--- config.mk ---
export PLATFORM = sky130hd
export DESIGN_NAME = sha1_message_digest_unit
export DESIGN_NICKNAME = d
export VERILOG_FILES = /design/src/hw/rtl/sha1md_pkg.sv /design/src/hw/rtl/sha1md_window.sv /design/src/hw/rtl/sha1md_round.sv /design/src/hw/rtl/sha1_message_digest_unit.sv
export SDC_FILE = /design/constraint.sdc
export NUM_CORES = 2
export LEC_CHECK = 0
export BUFFER_PORTS_ARGS = -buffer_cell sky130_fd_sc_hd__buf_2
export CORE_AREA = 2 2 282 284
export CTS_BUF_LIST = sky130_fd_sc_hd__clkbuf_16
export CTS_CLUSTER_DIAMETER = 50
export DETAILED_ROUTE_END_ITERATION = 12
export DIE_AREA = 0 0 284 286
export HOLD_SLACK_MARGIN = 0.1
export PLACE_DENSITY = 0.84
export SYNTH_ARGS = -nofsm -noshare
export SYNTH_HDL_FRONTEND = slang
export SYNTH_SLANG_ARGS = --single-unit
--- constraint.sdc ---
create_clock -name clk_i -period 23.1 [get_ports clk_i]
set_input_delay 6.93 -clock clk_i [delete_from_list [all_inputs] [get_ports clk_i]]
set_output_delay 6.93 -clock clk_i [all_outputs]
set_load 0.01 [all_outputs]
--- src/hw/rtl/sha1md_pkg.sv ---
// Shared constants, types and a helper function of the SHA-1 message digest unit.
// Used by the window, the round datapath and the top level.
// Has no dependencies of its own.
package sha1md_pkg;

  localparam int unsigned WordW     = 32;
  localparam int unsigned NumChain  = 5;
  localparam int unsigned WinDepth  = 16;
  localparam int unsigned NumRounds = 80;

  typedef logic [WordW-1:0] word_t;

  localparam word_t Iv [NumChain] = '{
    32'h67452301, 32'hEFCDAB89, 32'h98BADCFE, 32'h10325476, 32'hC3D2E1F0
  };

  localparam word_t K0 = 32'h5A827999;
  localparam word_t K1 = 32'h6ED9EBA1;
  localparam word_t K2 = 32'h8F1BBCDC;
  localparam word_t K3 = 32'hCA62C1D6;

  localparam logic [7:0] PadMark = 8'h80;

  // Control bundle from the sequencer to the block window.
  typedef struct packed {
    logic       byte_en;
    logic [7:0] data_byte;
    logic       round_en;
    logic       expand;
  } win_ctrl_t;

  function automatic word_t rotl(word_t x, int unsigned n);
    return (x << n) | (x >> (WordW - n));
  endfunction

endpackage

--- src/hw/rtl/sha1md_window.sv ---
// Sixteen-word block window of the SHA-1 unit: packs message bytes big-endian
// and produces the rolling message schedule, one word per round.
// Depends on sha1md_pkg.
module sha1md_window (
  input  logic                  clk_i,
  input  sha1md_pkg::win_ctrl_t ctrl_i,
  output sha1md_pkg::word_t     w_t_o
);

  sha1md_pkg::word_t win_q [sha1md_pkg::WinDepth];
  sha1md_pkg::word_t win_d [sha1md_pkg::WinDepth];
  sha1md_pkg::word_t w_t;

  always_comb begin
    if (ctrl_i.expand) begin
      w_t = sha1md_pkg::rotl(win_q[13] ^ win_q[8] ^ win_q[2] ^ win_q[0], 1);
    end else begin
      w_t = win_q[0];
    end
  end

  always_comb begin
    win_d = win_q;
    if (ctrl_i.byte_en) begin
      for (int i = 0; i < sha1md_pkg::WinDepth - 1; i++) begin
        win_d[i] = {win_q[i][23:0], win_q[i+1][31:24]};
      end
      win_d[sha1md_pkg::WinDepth-1] = {win_q[sha1md_pkg::WinDepth-1][23:0], ctrl_i.data_byte};
    end else if (ctrl_i.round_en) begin
      for (int i = 0; i < sha1md_pkg::WinDepth - 1; i++) begin
        win_d[i] = win_q[i+1];
      end
      win_d[sha1md_pkg::WinDepth-1] = w_t;
    end
  end

  always_ff @(posedge clk_i) begin
    win_q <= win_d;
  end

  assign w_t_o = w_t;

endmodule

--- src/hw/rtl/sha1md_round.sv ---
// Shared SHA-1 round datapath: round function, round constant and the
// five-operand sum that gives the new working word a.
// Depends on sha1md_pkg.
module sha1md_round (
  input  sha1md_pkg::word_t a_i,
  input  sha1md_pkg::word_t b_i,
  input  sha1md_pkg::word_t c_i,
  input  sha1md_pkg::word_t d_i,
  input  sha1md_pkg::word_t e_i,
  input  sha1md_pkg::word_t w_i,
  input  logic [6:0]        round_i,
  output sha1md_pkg::word_t a_o
);

  sha1md_pkg::word_t fv;
  sha1md_pkg::word_t k;

  always_comb begin
    if (round_i < 7'd20) begin
      fv = (b_i & c_i) | (~b_i & d_i);
      k  = sha1md_pkg::K0;
    end else if (round_i < 7'd40) begin
      fv = b_i ^ c_i ^ d_i;
      k  = sha1md_pkg::K1;
    end else if (round_i < 7'd60) begin
      fv = (b_i & c_i) | (b_i & d_i) | (c_i & d_i);
      k  = sha1md_pkg::K2;
    end else begin
      fv = b_i ^ c_i ^ d_i;
      k  = sha1md_pkg::K3;
    end
  end

  assign a_o = sha1md_pkg::rotl(a_i, 5) + fv + e_i + w_i + k;

endmodule

--- src/hw/rtl/sha1_message_digest_unit.sv ---
// SHA-1 message digest unit, streaming one message byte per input transaction.
// Input channel s_axis: tdata is the message byte, tuser says the transaction
// carries a byte, tlast ends the message after any carried byte.
// Output channel m_axis: five 32-bit digest words, word 0 first, tlast on the
// fifth word.
// A byte that does not complete a 64-byte block is packed straight into the
// window. The byte that completes a block starts 80 rounds through the single
// shared round datapath, one per cycle, followed by the chaining add.
// At the end of a message the padding bytes (9 to 72 of them) go through the
// same byte path at one per cycle while no block is being compressed, each
// filled block runs the rounds and the chaining add as above, and then the
// five digest words are offered.
// s_axis_tready is high only while the unit is idle; it stays low while the
// digest waits for the receiver, and a stalled digest word holds its value.
// After the fifth word the chaining state is set to the initial constants for
// the next message. Reset does the same at once and needs no clearing pass.
// Depends on sha1md_pkg, sha1md_window and sha1md_round.
module sha1_message_digest_unit (
  input  logic        clk_i,
  input  logic        rst_ni,
  input  logic        s_axis_tvalid,
  output logic        s_axis_tready,
  input  logic [7:0]  s_axis_tdata,   // data_byte[7:0]
  input  logic        s_axis_tuser,   // has_byte
  input  logic        s_axis_tlast,   // end_of_message
  output logic        m_axis_tvalid,
  input  logic        m_axis_tready,
  output logic [31:0] m_axis_tdata,   // digest_word[31:0]
  output logic        m_axis_tlast    // last_word
);

  typedef enum logic [4:0] {
    StIdle  = 5'b00001,
    StRound = 5'b00010,
    StAdd   = 5'b00100,
    StPad   = 5'b01000,
    StEmit  = 5'b10000
  } state_e;

  localparam logic [2:0] LastIdx  = 3'(sha1md_pkg::NumChain - 1);
  localparam logic [6:0] LastRnd  = 7'(sha1md_pkg::NumRounds - 1);
  localparam logic [5:0] LenPos   = 6'd56;
  localparam logic [5:0] LastPos  = 6'd63;

  state_e            state_q, state_d;
  sha1md_pkg::word_t chain_q [sha1md_pkg::NumChain];
  sha1md_pkg::word_t chain_d [sha1md_pkg::NumChain];
  sha1md_pkg::word_t work_q  [sha1md_pkg::NumChain];
  sha1md_pkg::word_t work_d  [sha1md_pkg::NumChain];
  logic [63:0]       bitcnt_q, bitcnt_d;
  logic [5:0]        pos_q, pos_d;
  logic [6:0]        round_q, round_d;
  logic [2:0]        emit_q, emit_d;
  logic              eom_q, eom_d;
  logic              mark_q, mark_d;
  logic              lenph_q, lenph_d;

  sha1md_pkg::win_ctrl_t win_ctrl;
  sha1md_pkg::word_t     w_t;
  sha1md_pkg::word_t     a_new;
  logic                  in_acc;
  logic                  out_acc;
  logic                  len_sel;
  logic [7:0]            pad_byte;
  logic                  pos_wrap;

  assign s_axis_tready = (state_q == StIdle);
  assign in_acc        = s_axis_tvalid && s_axis_tready;
  assign m_axis_tvalid = (state_q == StEmit);
  assign out_acc       = m_axis_tvalid && m_axis_tready;
  assign m_axis_tdata  = chain_q[emit_q];
  assign m_axis_tlast  = (emit_q == LastIdx);

  assign len_sel = lenph_q || (pos_q == LenPos);

  always_comb begin
    if (!mark_q) begin
      pad_byte = sha1md_pkg::PadMark;
    end else if (len_sel) begin
      pad_byte = 8'(bitcnt_q >> {~pos_q[2:0], 3'b000});
    end else begin
      pad_byte = 8'h00;
    end
  end

  always_comb begin
    win_ctrl.byte_en   = (in_acc && s_axis_tuser) || (state_q == StPad);
    win_ctrl.data_byte = (state_q == StPad) ? pad_byte : s_axis_tdata;
    win_ctrl.round_en  = (state_q == StRound);
    win_ctrl.expand    = (round_q >= 7'd16);
  end

  assign pos_wrap = win_ctrl.byte_en && (pos_q == LastPos);

  sha1md_window u_window (
    .clk_i  (clk_i),
    .ctrl_i (win_ctrl),
    .w_t_o  (w_t)
  );

  sha1md_round u_round (
    .a_i     (work_q[0]),
    .b_i     (work_q[1]),
    .c_i     (work_q[2]),
    .d_i     (work_q[3]),
    .e_i     (work_q[4]),
    .w_i     (w_t),
    .round_i (round_q),
    .a_o     (a_new)
  );

  always_comb begin
    state_d  = state_q;
    chain_d  = chain_q;
    work_d   = work_q;
    bitcnt_d = bitcnt_q;
    pos_d    = pos_q;
    round_d  = round_q;
    emit_d   = emit_q;
    eom_d    = eom_q;
    mark_d   = mark_q;
    lenph_d  = lenph_q;
    if (win_ctrl.byte_en) begin
      pos_d = pos_q + 6'd1;
    end
    case (state_q)
      StIdle: begin
        if (in_acc) begin
          if (s_axis_tuser) begin
            bitcnt_d = bitcnt_q + 64'd8;
          end
          if (s_axis_tlast) begin
            eom_d = 1'b1;
          end
          if (pos_wrap) begin
            state_d = StRound;
            work_d  = chain_q;
            round_d = '0;
          end else if (s_axis_tlast) begin
            state_d = StPad;
          end
        end
      end
      StPad: begin
        if (!mark_q) begin
          mark_d = 1'b1;
        end else if (len_sel) begin
          lenph_d = 1'b1;
        end
        if (pos_wrap) begin
          state_d = StRound;
          work_d  = chain_q;
          round_d = '0;
        end
      end
      StRound: begin
        work_d[0] = a_new;
        work_d[1] = work_q[0];
        work_d[2] = sha1md_pkg::rotl(work_q[1], 30);
        work_d[3] = work_q[2];
        work_d[4] = work_q[3];
        if (round_q == LastRnd) begin
          round_d = '0;
          state_d = StAdd;
        end else begin
          round_d = round_q + 7'd1;
        end
      end
      StAdd: begin
        for (int i = 0; i < sha1md_pkg::NumChain; i++) begin
          chain_d[i] = chain_q[i] + work_q[i];
        end
        if (lenph_q) begin
          state_d = StEmit;
          emit_d  = '0;
        end else if (eom_q) begin
          state_d = StPad;
        end else begin
          state_d = StIdle;
        end
      end
      StEmit: begin
        if (out_acc) begin
          if (emit_q == LastIdx) begin
            chain_d  = sha1md_pkg::Iv;
            bitcnt_d = '0;
            pos_d    = '0;
            emit_d   = '0;
            eom_d    = 1'b0;
            mark_d   = 1'b0;
            lenph_d  = 1'b0;
            state_d  = StIdle;
          end else begin
            emit_d = emit_q + 3'd1;
          end
        end
      end
      default: begin
        state_d = StIdle;
      end
    endcase
  end

  always_ff @(posedge clk_i or negedge rst_ni) begin
    if (!rst_ni) begin
      state_q  <= StIdle;
      chain_q  <= sha1md_pkg::Iv;
      bitcnt_q <= '0;
      pos_q    <= '0;
      round_q  <= '0;
      emit_q   <= '0;
      eom_q    <= 1'b0;
      mark_q   <= 1'b0;
      lenph_q  <= 1'b0;
    end else begin
      state_q  <= state_d;
      chain_q  <= chain_d;
      bitcnt_q <= bitcnt_d;
      pos_q    <= pos_d;
      round_q  <= round_d;
      emit_q   <= emit_d;
      eom_q    <= eom_d;
      mark_q   <= mark_d;
      lenph_q  <= lenph_d;
    end
  end

  always_ff @(posedge clk_i) begin
    work_q <= work_d;
  end

endmodule

==> run metrics <==
max-slew violations=0; hold slack=between 500 and 600 ps; Core Footprint=a little under 80,000 µm²; GRT Total Usage=0.347; post-layout min period=~11,000 ps; # hold bufs at CTS=0; total CTS buffers=between 100 and 150; # IOs=49; Leak=between 20 and 30 nW; post-DR vias/cell=6.29; first-pass GRT wire length=around 220,000 µm; hold path endpoint=chain_q[127]; Distinct cells, synth=90; CTS tree=done; share of cells above drive strength 1=0.0803; syn nets=about 6,000; Crit path max-delay family=simple AND/OR/NAND/NOR gates; pwr/cell area=109 nW/µm²; most common cell after layout, fill and taps aside=nand2_1; startpoint types=primary input; clk buf depth=3; run status=completed; Rows=103; # resized after CTS=0; Reg clk slew, reported paths=~60 ps; routed wire length=142,000 µm; post-synth top area share=0.376; kind of end point of the critical path=register; # nets final=just under 6,000; r2r setup slk=~16,000 ps; MaxCap Viol Count=0; top post-synthesis cells by area=edfxtp_1 38%, nand2_1 14%, dfrtp_1 7.6%, ha_1 4.8%, fa_1 4.4%; total grt overflow=0; via count=between 40,000 and 50,000; Worst R2R Start=round_q[4]; final worst-path cycle share=0.460; Fmax=around 94 MHz; crit path setup slack, layout=~12,000 ps; Post-synth EDFFs=672; commonest non-fill, non-tap cells in the layout=2,003 x nand2_1, 672 x edfxtp_1, 296 x o21ai_0; IO buf count=48; Crit path buffers/inverters=4; Final Core Density=0.744; flops & latches, synth=917; setup violators final=0; dominant cell type by area after synthesis=edfxtp_1; worst-margin pin slew=about 1300 ps; Max FO, Critical Path=96; die area=roughly 80,000 µm²; instance count of the mapped netlist=~5,600; Num Clock Sinks=917; DR iter-0 viols=5,601; routability cong.=a little under 1; worst hold path type=register to register; Post-Syn Area=~54,000 µm²; Final Hold Viols=0; largest net degree at the start of global routing=roughly 280; post-synthesis sequential area ratio=0.492; hold depth=2; Synth Flop Type=edfxtp_1; Setup TNS Final=0 ps; Max IR drop VDD=~0.00011 V; die span in y=about 290 µm; WL/cell=about 21 µm; most frequent CP cell=nand4_1; async set or reset register ratio after synthesis=0.267; starting density of the core=0.685; Clock Root Buffer=clkbuf_16; worst slack, placed=11,860 ps; CP max-delay cell=nand2_4; Final HPWL DP=~93,000 µm; Hold Startpoint=chain_q[127]; number of global-route vias before repair=about 41,000; Die Width=approximately 280 µm; CP cell instances=buf_2, nand4_1, nand2_4, nand4_1, inv_1, nor2_1, inv_6, buf_4; antenna-violating nets left=0; DRC Markers=0; clk_lat worst skew=slightly below 700 ps; RSZ-0062 raised after global routing=no; P&R area growth vs syn=8.62%; initial antenna violation count=3; H-tree level count=3; drt pass-1 iters=6; relative slew slack=0.147; Post-Syn Area per Cell=9.52 µm²; RR Endpoint=work_q[156]; Worst EP arrival=10,910 ps; Worst Path Required=between 20,000 and 25,000 ps; Clock Skews=31.4 ps; Setup Buffers After CTS=0; WS Path Type=primary input to register; worst r2r path cells=22; Crit path largest cell delay=just over 900 ps; Ys Warns=0
[cell type report]
type,count,area [µm²]
Sequential cell,917,26400
Inverter,211,797
Clock inverter,92,806
Antenna cell,5,12.5
Multi-Input combinational cell,4258,25600
Fill cell,5332,20000
Clock buffer,110,2750
Tap cell,1050,1310
Timing Repair Buffer,89,596
[through the flow]
stage	area [µm²]	cells	power, mW
5_1_grt	58300	6727	6.64
6_report	58300	6732	6.34
3_3_place_gp	54800	6525	4.49
3_5_place_dp	54800	6525	4.58
4_1_cts	58300	6727	6.30
2_1_floorplan	53700	5639	4.12
[sequential cells by signal (all words and copies together) (netlist names), 3 cells and up]
register / flops
u_window.win_q: 512
chain_q: 160
work_q: 160
bitcnt_q: 61
round_q: 7
pos_q: 6
state_q: 5
emit_q: 3
[kinds of logic (layout without fill, tap and decap cells)]
| group | after synthesis | count (layout) | share of synthesized area |
|---|---|---|---|
| xor+xnor | 316 | 316 | 0.0515 |
| flops | 917 | 917 | 0.492 |
| other cells | 0 | 5 | 0 |
| fa+ha+maj | 325 | 325 | 0.0921 |
| simple gates | 2594 | 2594 | 0.196 |
| compound gates | 915 | 915 | 0.104 |
| buf+inv | 464 | 502 | 0.0325 |
| mux | 108 | 108 | 0.0314 |
[worst register-to-register path: cells and delay by family, from the launching register on]
kind | cells | cell delay (ps)
AO/OA/AOI/OAI | 10 | 2570
adder cells (fa/ha/maj) | 3 | 1440
buffers and inverters | 4 | 1550
flip-flops | 1 | 440
AND/OR/NAND/NOR | 5 | 990
[how the worst max path moves through the flow]
stage	slack (ps)	to	startpoint	cells past startpoint
after floorplan	3540	u_window.win_q[0]	s_axis_tuser	4
after global placement	11950	work_q[100]	s_axis_tvalid	8
after detailed placement	11860	work_q[36]	s_axis_tvalid	8
after CTS	12540	work_q[73]	s_axis_tvalid	8
after global routing	12150	work_q[9]	s_axis_tvalid	8
final	12470	work_q[36]	s_axis_tvalid	8
[synthesized netlist by cell type (15+ instances only)]
master    instances
a211oi_1         21
a21o_1           80
a21oi_1         237
a221o_1          21
a22o_1           15
a31oi_1          25
and3_1           34
buf_1            17
clkbuf_1        235
dfrtp_1         164
dfstp_2          81
edfxtp_1        672
fa_1            117
ha_1            208
inv_1           210
mux2_2           25
mux2i_1          37
mux4_2           46
nand2_1        2005
nand2b_1         29
nand3_1         104
nand4_1          26
nor2_1          234
nor2b_1          19
nor3_1           65
o211ai_1         19
o21a_1           35
o21ai_0         297
o21ai_1          40
o21bai_1         22
o31ai_1          16
or3_1            20
xnor2_1         212
xor2_1          104
[report_power, final]
group          internal (mW)  leakage [nW]  switching (mW)
clock                  0.992          1.79           0.717
combinational          0.727          14.8            1.38
sequential              2.30          8.75           0.226
total                   4.02          25.4            2.32
[layer usage]
layer	wire length, µm	vias up	track usage
met3	13500	459	0.0600
met4	8040	0	0.178
met1	56000	20400	0.486
met5	0	-	0
met2	64200	2310	0.529
li1	-	19200	-
No activity file was read; power rests on OpenSTA's default activity.
